### src/rtl/core/aes_pkg.sv
// Shared types and constants for the escape-sequence stripper.
// Used by aes_core, aes_fifo and ansi_escape_stripper_top; depends on nothing.
package aes_pkg;

  localparam int COUNT_WIDTH = 16;
  localparam int KC_W        = COUNT_WIDTH + 1;
  localparam int MAX_RES     = 5;
  localparam int NRES_W      = $clog2(MAX_RES + 1);
  localparam int FIFO_DEPTH  = 8;
  localparam int PTR_W       = $clog2(FIFO_DEPTH);
  localparam int FCNT_W      = $clog2(FIFO_DEPTH + 1);

  localparam logic [15:0] BYTE_LIMIT_RESET = 16'd256;

  localparam logic [7:0] CH_BEL   = 8'h07;
  localparam logic [7:0] CH_TAB   = 8'h09;
  localparam logic [7:0] CH_CR    = 8'h0d;
  localparam logic [7:0] CH_ESC   = 8'h1b;
  localparam logic [7:0] CH_SPACE = 8'h20;
  localparam logic [7:0] CH_DOT   = 8'h2e;
  localparam logic [7:0] CH_FIN_LO = 8'h40;
  localparam logic [7:0] CH_LBRACK = 8'h5b;
  localparam logic [7:0] CH_BSLASH = 8'h5c;
  localparam logic [7:0] CH_RBRACK = 8'h5d;
  localparam logic [7:0] CH_FIN_HI = 8'h7e;
  localparam logic [7:0] CH_DEL   = 8'h7f;

  typedef enum logic [4:0] {
    MODE_NORMAL  = 5'b00001,
    MODE_ESC     = 5'b00010,
    MODE_CSI     = 5'b00100,
    MODE_OSC     = 5'b01000,
    MODE_OSC_ESC = 5'b10000
  } mode_t;

  typedef struct packed {
    logic [7:0] data;
    logic       valid;
    logic       last;
  } res_t;

  typedef struct packed {
    logic [NRES_W-1:0]      count;
    res_t [MAX_RES-1:0]     slot;
  } batch_t;

endpackage

### src/rtl/core/aes_core.sv
// Parser, whitespace folding, length limit and tail hold of the stripper.
// Turns one registered input item into a batch of results; depends on aes_pkg.
module aes_core (
  input  logic                 clk,
  input  logic                 rst,
  input  logic                 cfg_we,
  input  logic [15:0]          cfg_data,
  input  logic [7:0]           item_byte,
  input  logic                 item_has,
  input  logic                 item_last,
  input  logic                 take,
  output aes_pkg::batch_t      batch
);
  import aes_pkg::*;

  typedef struct packed {
    logic            emit;
    logic            hold;
    logic [KC_W-1:0] kc;
    logic [1:0]      tc;
  } keep_t;

  localparam logic [KC_W-1:0] KC_MAX = {KC_W{1'b1}};

  logic [15:0]            byte_limit;
  mode_t                  mode, mode_next;
  logic                   space_pending, space_pending_next;
  logic [KC_W-1:0]        kept_count, kept_count_next;
  logic [1:0]             tail_count, tail_count_next;
  logic [7:0]             tail_hold [3];
  logic [7:0]             hold_next [3];
  logic [COUNT_WIDTH-1:0] lim;
  logic [COUNT_WIDTH-1:0] start;
  logic                   norm, keep_a, keep_b, is_ws, is_text, over;
  keep_t                  ka, kb;
  logic [KC_W-1:0]        kc1, kc2;
  logic [1:0]             tc1, tc2;
  logic [NRES_W-1:0]      n;

  function automatic keep_t do_keep(input logic [KC_W-1:0] kc, input logic [1:0] tc,
                                    input logic [COUNT_WIDTH-1:0] lm,
                                    input logic [COUNT_WIDTH-1:0] st);
    keep_t r;
    r.emit = kc < {1'b0, st};
    r.hold = !r.emit && (kc < {1'b0, lm}) && (tc != 2'd3);
    r.kc   = (kc == KC_MAX) ? kc : kc + 1'b1;
    r.tc   = r.hold ? tc + 2'd1 : tc;
    return r;
  endfunction

  assign lim   = COUNT_WIDTH'(byte_limit);
  assign start = (lim > COUNT_WIDTH'(3)) ? lim - COUNT_WIDTH'(3) : '0;
  assign is_ws = (item_byte == CH_SPACE) || ((item_byte >= CH_TAB) && (item_byte <= CH_CR));
  assign is_text = (item_byte > CH_SPACE) && (item_byte != CH_DEL);

  always_comb begin
    mode_next = mode;
    norm      = 1'b0;
    if (item_has) begin
      unique case (mode)
        MODE_NORMAL: norm = 1'b1;
        MODE_ESC: begin
          if (item_byte == CH_LBRACK) begin
            mode_next = MODE_CSI;
          end else if (item_byte == CH_RBRACK) begin
            mode_next = MODE_OSC;
          end else begin
            mode_next = MODE_NORMAL;
            norm      = 1'b1;
          end
        end
        MODE_CSI: begin
          if ((item_byte >= CH_FIN_LO) && (item_byte <= CH_FIN_HI)) begin
            mode_next = MODE_NORMAL;
          end
        end
        MODE_OSC: begin
          if (item_byte == CH_BEL) begin
            mode_next = MODE_NORMAL;
          end else if (item_byte == CH_ESC) begin
            mode_next = MODE_OSC_ESC;
          end
        end
        MODE_OSC_ESC: begin
          if ((item_byte == CH_BSLASH) || (item_byte == CH_BEL)) begin
            mode_next = MODE_NORMAL;
          end else if (item_byte != CH_ESC) begin
            mode_next = MODE_OSC;
          end
        end
        default: begin
          mode_next = MODE_NORMAL;
          norm      = 1'b1;
        end
      endcase
    end

    space_pending_next = space_pending;
    keep_a = 1'b0;
    keep_b = 1'b0;
    if (norm) begin
      if (item_byte == CH_ESC) begin
        mode_next = MODE_ESC;
      end else if (is_ws) begin
        space_pending_next = (kept_count != '0);
      end else if (is_text) begin
        keep_a = space_pending;
        keep_b = 1'b1;
        space_pending_next = 1'b0;
      end
    end
  end

  always_comb begin
    ka  = do_keep(kept_count, tail_count, lim, start);
    kc1 = keep_a ? ka.kc : kept_count;
    tc1 = keep_a ? ka.tc : tail_count;
    kb  = do_keep(kc1, tc1, lim, start);
    kc2 = keep_b ? kb.kc : kc1;
    tc2 = keep_b ? kb.tc : tc1;

    hold_next = tail_hold;
    if (keep_a && ka.hold) begin
      hold_next[tail_count] = CH_SPACE;
    end
    if (keep_b && kb.hold) begin
      hold_next[tc1] = item_byte;
    end

    over = kc2 > KC_W'(lim);
    n = '0;
    batch.slot = '0;
    if (keep_a && ka.emit) begin
      batch.slot[n] = '{data: CH_SPACE, valid: 1'b1, last: 1'b0};
      n = n + 1'b1;
    end
    if (keep_b && kb.emit) begin
      batch.slot[n] = '{data: item_byte, valid: 1'b1, last: 1'b0};
      n = n + 1'b1;
    end
    if (item_last) begin
      for (int i = 0; i < 3; i++) begin
        if (2'(i) < tc2) begin
          batch.slot[n] = '{data: over ? CH_DOT : hold_next[i], valid: 1'b1, last: 1'b0};
          n = n + 1'b1;
        end
      end
      if (n != '0) begin
        batch.slot[n - 1'b1].last = 1'b1;
      end else begin
        batch.slot[0] = '{data: 8'h00, valid: 1'b0, last: 1'b1};
        n = NRES_W'(1);
      end
    end
    batch.count = n;

    kept_count_next = item_last ? '0 : kc2;
    tail_count_next = item_last ? 2'd0 : tc2;
  end

  always_ff @(posedge clk) begin
    if (rst) begin
      byte_limit    <= BYTE_LIMIT_RESET;
      mode          <= MODE_NORMAL;
      space_pending <= 1'b0;
      kept_count    <= '0;
      tail_count    <= 2'd0;
    end else begin
      if (cfg_we) begin
        byte_limit <= cfg_data;
      end
      if (take) begin
        mode          <= item_last ? MODE_NORMAL : mode_next;
        space_pending <= item_last ? 1'b0 : space_pending_next;
        kept_count    <= kept_count_next;
        tail_count    <= tail_count_next;
      end
    end
  end

  always_ff @(posedge clk) begin
    if (take) begin
      tail_hold <= hold_next;
    end
  end

`ifndef ASSERT_OFF
  a_mode_onehot: assert property (@(posedge clk) disable iff (rst) $onehot(mode))
    else $error("parser mode is not one-hot");
  a_last_clears: assert property (@(posedge clk) disable iff (rst)
                                  take && item_last |=> kept_count == '0 && tail_count == 2'd0)
    else $error("text state not cleared after end of text");
  a_hold_below_limit: assert property (@(posedge clk) disable iff (rst)
                                       tail_count != 2'd0 |-> kept_count != '0)
    else $error("held bytes without kept bytes");
`endif

endmodule

### src/rtl/core/aes_fifo.sv
// Result queue of the stripper: takes a batch of up to five results per cycle
// and hands out one per transfer. Depends on aes_pkg.
module aes_fifo (
  input  logic                         clk,
  input  logic                         rst,
  input  logic                         push,
  input  aes_pkg::batch_t              batch,
  output logic [aes_pkg::FCNT_W-1:0]   space,
  output logic                         res_valid,
  input  logic                         res_ready,
  output aes_pkg::res_t                res
);
  import aes_pkg::*;

  res_t              mem [FIFO_DEPTH];
  logic [PTR_W-1:0]  wr_ptr, rd_ptr;
  logic [FCNT_W-1:0] count, count_next;
  logic              pop;
  logic [FCNT_W-1:0] add;

  assign space     = FCNT_W'(FIFO_DEPTH) - count;
  assign res_valid = count != '0;
  assign res       = mem[rd_ptr];
  assign pop       = res_valid && res_ready;
  assign add       = push ? FCNT_W'(batch.count) : '0;
  assign count_next = count + add - FCNT_W'(pop);

  always_ff @(posedge clk) begin
    if (rst) begin
      wr_ptr <= '0;
      rd_ptr <= '0;
      count  <= '0;
    end else begin
      wr_ptr <= wr_ptr + PTR_W'(add);
      rd_ptr <= rd_ptr + PTR_W'(pop);
      count  <= count_next;
    end
  end

  always_ff @(posedge clk) begin
    for (int k = 0; k < MAX_RES; k++) begin
      if (push && (NRES_W'(k) < batch.count)) begin
        mem[wr_ptr + PTR_W'(k)] <= batch.slot[k];
      end
    end
  end

`ifndef ASSERT_OFF
  a_no_overflow: assert property (@(posedge clk) disable iff (rst)
                                  push |-> FCNT_W'(batch.count) <= space)
    else $error("result queue overflow");
  a_count_bound: assert property (@(posedge clk) disable iff (rst)
                                  count <= FCNT_W'(FIFO_DEPTH))
    else $error("result queue count out of range");
`endif

endmodule

### src/rtl/core/ansi_escape_stripper_top.sv
// Top level of the escape-sequence stripper: input register, core and result queue.
// Depends on aes_pkg, aes_core and aes_fifo.
//
// Usage: text bytes enter on the input channel (in_valid/in_ready) with data_byte,
// has_byte and is_last; an item with has_byte low and is_last high only ends the text.
// Results leave on the result channel (res_valid/res_ready) as out_byte, out_valid and
// out_last; out_last marks the final result of a text, and an end of text with nothing
// to show yields one result with out_valid low. The output byte limit is written
// through cfg_we/cfg_data while the block is idle.
// An item's results pass through the input register and then the result queue before they are offered.
// Throughput: one input transfer per cycle while the eight-entry result queue has room
// for the item's results; the result channel moves one result per cycle while res_ready
// is high, and an item yields up to two results mid-text and up to five at the end.
// Reset clears the parser, counters and queue and sets the byte limit to 256. When the
// receiver stalls, results wait in the queue and input is taken until it fills.
module ansi_escape_stripper_top (
  input  logic        clk,
  input  logic        rst,
  input  logic        cfg_we,
  input  logic [15:0] cfg_data,
  input  logic        in_valid,
  output logic        in_ready,
  input  logic [7:0]  data_byte,
  input  logic        has_byte,
  input  logic        is_last,
  output logic        res_valid,
  input  logic        res_ready,
  output logic [7:0]  out_byte,
  output logic        out_valid,
  output logic        out_last
);
  import aes_pkg::*;

  logic              inq_valid;
  logic [7:0]        inq_byte;
  logic              inq_has;
  logic              inq_last;
  logic              push;
  batch_t            batch;
  logic [FCNT_W-1:0] space;
  res_t              res;

  assign push     = inq_valid && (FCNT_W'(batch.count) <= space);
  assign in_ready = !inq_valid || push;

  always_ff @(posedge clk) begin
    if (rst) begin
      inq_valid <= 1'b0;
    end else if (in_ready) begin
      inq_valid <= in_valid;
    end
  end

  always_ff @(posedge clk) begin
    if (in_ready && in_valid) begin
      inq_byte <= data_byte;
      inq_has  <= has_byte;
      inq_last <= is_last;
    end
  end

  aes_core u_core (
    .clk       (clk),
    .rst       (rst),
    .cfg_we    (cfg_we),
    .cfg_data  (cfg_data),
    .item_byte (inq_byte),
    .item_has  (inq_has),
    .item_last (inq_last),
    .take      (push),
    .batch     (batch)
  );

  aes_fifo u_fifo (
    .clk       (clk),
    .rst       (rst),
    .push      (push),
    .batch     (batch),
    .space     (space),
    .res_valid (res_valid),
    .res_ready (res_ready),
    .res       (res)
  );

  assign out_byte  = res.data;
  assign out_valid = res.valid;
  assign out_last  = res.last;

endmodule
### config.mk
export PLATFORM = sky130hd
export DESIGN_NAME = ansi_escape_stripper_top
export DESIGN_NICKNAME = d
export VERILOG_FILES = /design/src/rtl/core/aes_pkg.sv /design/src/rtl/core/aes_core.sv /design/src/rtl/core/aes_fifo.sv /design/src/rtl/core/ansi_escape_stripper_top.sv
export SDC_FILE = /design/constraint.sdc
export NUM_CORES = 1
export LEC_CHECK = 0
export BUFFER_PORTS_ARGS = -buffer_cell sky130_fd_sc_hd__buf_2
export CORE_MARGIN = 10
export CORE_UTILIZATION = 30
export CTS_BUF_LIST = sky130_fd_sc_hd__clkbuf_4 sky130_fd_sc_hd__clkbuf_8
export CTS_CLUSTER_DIAMETER = 80
export DETAILED_ROUTE_END_ITERATION = 10
export PLACE_DENSITY = 0.51
export REMOVE_ABC_BUFFERS = 1
export SLEW_MARGIN = 15
export SYNTH_ARGS = -nofsm -noshare
export SYNTH_HDL_FRONTEND = slang
export SYNTH_SLANG_ARGS = --single-unit
### constraint.sdc
create_clock -name clk -period 16.31 [get_ports clk]
set_clock_uncertainty 0.2 [all_clocks]
set_input_delay 4.893 -clock clk [delete_from_list [all_inputs] [get_ports clk]]
set_output_delay 4.893 -clock clk [all_outputs]
set_load 0.02 [all_outputs]
Word level (Yosys, flattened, before mapping)
Memory sizes are Yosys's and may differ from the RTL's. A register that Yosys moved wholly into a read port is not among the register bits.
Cells that the tools add are included.
{ "classes": {"n_mux": 98, "reduce_logical": 39, "bitwise": 5, "n_eq_ne": 18, "n_lt_le_gt_ge": 34, "addsub": 19} }
{ "op_table": {"columns": ["operator", "n"], "rows": [
  ["$mux W50", 8],
  ["$bwmux W50", 5],
  ["$demux W10 S3", 5],
  ["$mux W17", 5],
  ["$lt A17 B16 Y1", 4],
  ["$mux W10", 5],
  ["$mux W5", 10],
  ["$mux W24", 2],
  ["$mux W8", 6],
  ["$mux W40", 1],
  ["$add A17 B1 Y17 const B", 2],
  ["$eq A17 B17 Y1 const B", 2],
  ["$mux W3", 11],
  ["$demux W8 S2", 2],
  ["$mux W1", 28],
  ["$logic_and A1 B1 Y1", 26],
  ["$pmux W5 S5", 1],
  ["$bwmux W24", 1],
  ["$eq A8 B7 Y1 const B", 3],
  ["$and A21 B21 Y21", 1],
  ["$not A21 Y21", 1],
  ["$gt A17 B16 Y1", 1],
  ["$reduce_bool A17 Y1", 1],
  ["$gt A16 B2 Y1 const B", 1],
  ["53 further kinds", 81]
]} }
{ "word_totals": {"mem_count": 1, "inputBits": 31, "out_inout_bits": 12, "ramBits": 80, "reg_bits": 86, "elab_cells": 229} }
{ "memory_table": {"columns": ["memory", "depth", "word_bits", "rd", "rd_ports_with_merged_regs", "wr", "line", "text"], "rows": [
  ["u_fifo.mem", 8, 10, 1, 1, 5, "aes_fifo.sv:15", "res_t mem [FIFO_DEPTH];"]
]} }

Depth between registers and ports, before layout
{ "depth": {"ltp_word": 30, "mapped_depth": 54, "ltp_nobuf": 52} }

Cells and area by module
Synthesis repeated with hierarchy kept, for this count alone.
{ "unflattened": {"hier_cells": 1836, "area_unflattened_um2": 16119.2} }
{ "modules_own_cells": {"columns": ["mod", "n_inst", "cells_per_inst", "area_per_inst_um2", "seq_area_each_um2"], "rows": [
  ["aes_core", 1, 1080, 8466.9, 1541.5],
  ["aes_fifo", 1, 728, 7210.7, 2602.5],
  ["ansi_escape_stripper_top", 1, 28, 441.7, 320.3]
]} }

Worst setup path after synthesis
No wires, ideal clock.
{ "synth_timing": {"path_type": "reg2out", "from": "register u_core.byte_limit[0]", "to": "output in_ready", "slack_ps": 3229, "n_path_buf": 0, "arrival_ps": 7988, "stages_incl_launch_ff": 41, "required_ps": 11217, "cell_sequence": "dfxtp_1 -> ha_1 -> nor3_1 -> nand3_1 -> nor3_1 -> xnor2_1 -> nand2_1 -> ha_1 -> a21o_1 -> a211oi_1 -> o31ai_1 -> o32ai_1 -> o21ai_1 -> nand2_1 -> inv_1 -> ha_1 -> inv_1 -> a21oi_1 -> [5 not listed] -> a21o_1 -> ha_1 -> nand3_1 -> a211oi_1 -> a311oi_1 -> nor2_1 -> nor2_1 -> ha_1 -> ha_1 -> nand2b_1 -> a211o_1 -> nand2_1 -> ha_1 -> a21o_1 -> a21oi_1 -> a311o_1 -> inv_1 -> nand2_1"} }
{ "synth_via": {"elab_chain_cells": 27, "elab_cells_between_ends": 42, "classes_between": "add/sub: 6; order compare: 9; eq/ne: 1; mux: 15; reduce/logical: 11"} }
{ "synth_lines": {"columns": ["element", "line", "text"], "rows": [
  ["from (decl)", "aes_core.sv:25", "logic [15:0] byte_limit;"],
  ["from (signal assigned)", "aes_core.sv:170", "byte_limit <= cfg_data;"],
  ["parallel branches: the longest is 23 deep, another holds $lt A17 B16 Y1", null, null],
  ["$mux W3 (*)", "aes_core.sv:141", "if (item_last) begin"],
  ["$le A3 B4 Y1 (*)", "ansi_escape_stripper_top.sv:43", "assign push = inq_valid && (FCNT_W'(batch.count) <= space);"],
  ["$logic_and A1 B1 Y1 (*)", "ansi_escape_stripper_top.sv:43", null],
  ["$logic_or A1 B1 Y1 (*)", "ansi_escape_stripper_top.sv:44", "assign in_ready = !inq_valid || push;"],
  ["to (decl)", "ansi_escape_stripper_top.sv:22", "output logic in_ready,"]
]} }
Mark *: on every way between the ends. The select of a mux whose other input is x is not followed.

Final worst setup path
{ "layout_timing": {"from": "register inq_byte[2]", "to": "output in_ready"} }
{ "layout_via": {"elab_chain_cells": 28, "elab_cells_between_ends": 57, "classes_between": "add/sub: 5; order compare: 9; eq/ne: 6; mux: 26; reduce/logical: 11"} }
{ "layout_lines": {"columns": ["element", "line", "text"], "rows": [
  ["from (decl)", "ansi_escape_stripper_top.sv:35", "logic [7:0] inq_byte;"],
  ["from (signal assigned)", "ansi_escape_stripper_top.sv:56", "inq_byte <= data_byte;"],
  ["$gt A8 B6 Y1, or another cell as far along", "aes_core.sv:54", "assign is_text = (item_byte > CH_SPACE) && (item_byte != CH_DEL);"],
  ["$logic_and A1 B1 Y1, or another cell as far along", "aes_core.sv:54", null],
  ["$mux W1, or another cell as far along", "aes_core.sv:106", "end else if (is_text) begin"],
  ["$mux W1 or $pmux W1 S2 (tied branches)", "aes_core.sv:104, aes_core.sv:60", null],
  ["$mux W1, on equally long branches", "aes_core.sv:102, aes_core.sv:59", null],
  ["$mux W1", "aes_core.sv:101", "if (norm) begin"],
  ["$mux W17", "aes_core.sv:116", "kc1 = keep_a ? ka.kc : kept_count;"],
  ["$lt A17 B16 Y1", "aes_core.sv:44", "r.emit = kc < {1'b0, st};"],
  ["[12 not listed]", null, null],
  ["$mux W3", "aes_core.sv:143", "if (2'(i) < tc2) begin"],
  ["$mux W3", "aes_core.sv:141", null],
  ["$reduce_bool A3 Y1", "aes_core.sv:148", "if (n != '0) begin"],
  ["$mux W3", "aes_core.sv:148", null],
  ["$mux W3 (*)", "aes_core.sv:141", null],
  ["$le A3 B4 Y1 (*)", "ansi_escape_stripper_top.sv:43", null],
  ["$logic_and A1 B1 Y1 (*)", "ansi_escape_stripper_top.sv:43", null],
  ["$logic_or A1 B1 Y1 (*)", "ansi_escape_stripper_top.sv:44", null]
]} }
Every way passes the cells marked *; elsewhere a longest branch is shown, timed or not. The select of a mux whose other input is x is not followed.

==> qor.txt <==
Tot Pwr: 1.32 mW
Fin. Hold Viols: 0
sw frac: 38.2%
adder and majority gate portion of the synthesized area: 8.92%
Synth Area in Compound Gates: 25.3%
unrepaired setup endpoints after global routing: false
detailed-route via count: 15,231
Crit path arrival time: 10,010 ps
Worst-Skew Late Latency: 570 ps
Hold Buf Count CTS: 0
Avg WL per Cell: 23.9 µm
FMAX: 66.2 MHz
first-pass GRT wire length: 92,400 µm
Setup TNS: 0 ps
share of the synthesized area in the top cell type: 21.3%
Setup WS pre-CTS: 1710 ps
Worst Tran Pin Value: 1160 ps
Switch Pwr: 0.502 mW
die width: 252 µm
final net count: 1,976
Initial Util: 30.5%
drt via density: 6.02
most used cell, CP: ha_1
TritonRoute pass-1 iters: 5
placed cell area: 16,800 µm²
Hold WS: 302 ps
most frequent cells in the layout: nand2_1, nor2_1, edfxtp_1
Unique masters post-synth: 108
PD cells: 76.4 nW/µm²
design area: 17,200 µm²
synthesized cell area: 16,100 µm²
total gr overflow: 0
# clock sinks: 166
Detail Route Antenna Nets: 0
GRT Util Overall: 18.9%
CTS Root Cell: clkbuf_8
period utilization: 92.6%
# H-tree levels: 4
synthesis-to-layout area growth: 7.02%
ys async rst share: 0%
largest net degree at the start of global routing: 52
post-synthesis mux area share: 9.18%
row count: 84
drt first-iter violations: 1,810
syn avg cell area: 8.68 µm²
vias in the first global route: 14,578
final setup fails: 0
Cell Count, Final, Fillers Out: 2,532
Synth area leaders: edfxtp_1, ha_1, dfxtp_1
layout cell share with drive strength beyond 1: 11.6%
CP required: 11,220 ps
Die H: 252 µm
type of the most critical hold path: flip-flop to flip-flop
Synth Area in XOR/XNOR: 2.77%
CORE AREA: 52,900 µm²
TritonCTS buffer count: 17
slowest cell on the critical path: edfxtp_1
crit path time final: 15,110 ps
slowest stage delay, CP: 710 ps
Top FF cell, synth: edfxtp_1
Bufs on Longest Clock Path: 2
Post-synth EDFFs: 114
TritonCTS clock tree: built
Slew Viols, Final: 0
Port Buf Inserts: 42
simple-gate share of the synthesized area: 20.9%
Post-Place Cells: 2,501
worst setup path class: flip-flop to output port
initial antenna violation count: 1
final wirelength: 60,600 µm
RD Place Congestion: 0.974
cells after synthesis: 1,856
synth warn: 0
Core Util, Final: 32.6%
critical path launch point type: flip-flop
I/O pins: 43
worst-path maximum fanout: 16
maxcap violations: 0
Post-DP HPWL: 47,400 µm
largest family of logic cells by synthesized area: compound AO/OA/AOI/OAI gates
Fillers: 5,510
Logic pwr share: 36.4%
Reg clk slew, reported paths: 90 ps
Die ar.: 63,300 µm²
Flop pwr share: 39.9%
status: finished, final reports clean
largest area contributor in the netlist: edfxtp_1
Worst slew margin: 21.7%
CP Capture Type: output port
Seq/Total Area, Yosys: 27.7%
leak pwr: 6.21 nW
Final WS setup: 1200 ps
Clk pwr share: 23.6%
Int Pwr: 0.814 mW
Max IR drop VDD: 0.0000653 V
remaining routing DRC violations: 0
Yosys reg bits: 166
-- cells in the mapped netlist (21+ instances only) --
cell / instances
nand2_1: 190
o21ai_1: 21
nor2_1: 191
a221oi_1: 39
xnor2_1: 37
a21oi_1: 86
clkbuf_1: 62
o221ai_1: 27
o21ai_0: 50
a211oi_1: 26
nor3_1: 59
ha_1: 110
dfxtp_1: 52
nand4_1: 32
o22ai_1: 42
mux2_2: 21
inv_1: 81
a22oi_1: 25
o211ai_1: 22
nand3_1: 54
mux2i_1: 79
buf_2: 24
edfxtp_1: 114
and2_1: 31
-- power groups by stage --
stage                     Sequential, mW  Clock (mW)  Combinational (mW)
after detailed placement           0.535           0               0.479
after CTS                          0.525       0.325               0.482
final                              0.525       0.311               0.479
after floorplan                    0.539           0               0.319
after global routing               0.530       0.338               0.529
after global placement             0.533           0               0.477
-- flip-flops by register name, indices dropped and copies added, names as in the netlist --
| register | cells |
|---|---|
| u_fifo.count | 4 |
| inq_has | 1 |
| u_fifo.rd_ptr | 3 |
| u_core.kept_count | 17 |
| inq_byte | 8 |
| u_core.tail_count | 2 |
| u_fifo.mem | 80 |
| inq_valid | 1 |
| u_core.tail_hold | 24 |
| u_core.space_pending | 1 |
| u_core.mode | 5 |
| inq_last | 1 |
| u_core.byte_limit | 16 |
| u_fifo.wr_ptr | 3 |
-- what timing repair did --
action	4_1_cts	5_1_grt
buffers inserted	0	0
resized for setup	0	1
endpoints found under the setup margin	0	1
-- kinds of logic after synthesis --
| group | count (synthesis) |
|---|---|
| muxes | 120 |
| buffers and inverters | 192 |
| AOI/OAI and AO/OA | 530 |
| DFF | 166 |
| xor gates and xnor gates | 51 |
| adders and majority gates | 113 |
| and+or+nand+nor | 684 |
-- final cells by class --
| class | instances | area (µm²) | area share, % |
|---|---|---|---|
| well taps | 688 | 861 | 4.99 |
| clock buffers | 17 | 234 | 1.36 |
| diodes | 1 | 2.50 | 0.0145 |
| multi-input cells | 1498 | 10800 | 62.8 |
| inverters | 85 | 322 | 1.87 |
| repair buffers | 64 | 375 | 2.18 |
| flip-flops and latches | 166 | 4460 | 25.9 |
| clock inverters | 13 | 145 | 0.842 |
-- worst max-delay path, delay by kind of cell (launching register included) --
| family | cells | cell delay, ps |
|---|---|---|
| fa+ha+maj | 7 | 2350 |
| buf+inv | 4 | 520 |
| compound gates | 11 | 2710 |
| simple gates | 14 | 2740 |
| flops | 1 | 710 |
| xor+xnor | 1 | 420 |
-- layer usage --
layer / GRT usage (%) / vias to the layer above / share of wire, %
li1: - / 7107 / -
met1: 26.8 / 7333 / 47
met2: 27.7 / 702 / 42
met3: 4.06 / 89 / 8.0
met4: 6.30 / 0 / 2.5
met5: 0 / - / 0
-- final timing paths --
| check | startpoint | endpoint | slack (ps) | depth (start not counted) |
|---|---|---|---|---|
| max | inq_byte[2] | in_ready | 1200 | 37 |
| min | inq_valid | inq_valid | 300 | 2 |
| max reg2reg | inq_byte[2] | u_fifo.mem[4][5] | 2650 | 46 |
| min reg2reg | inq_valid | inq_valid | 300 | 2 |
(Power assumes the default switching activity.)
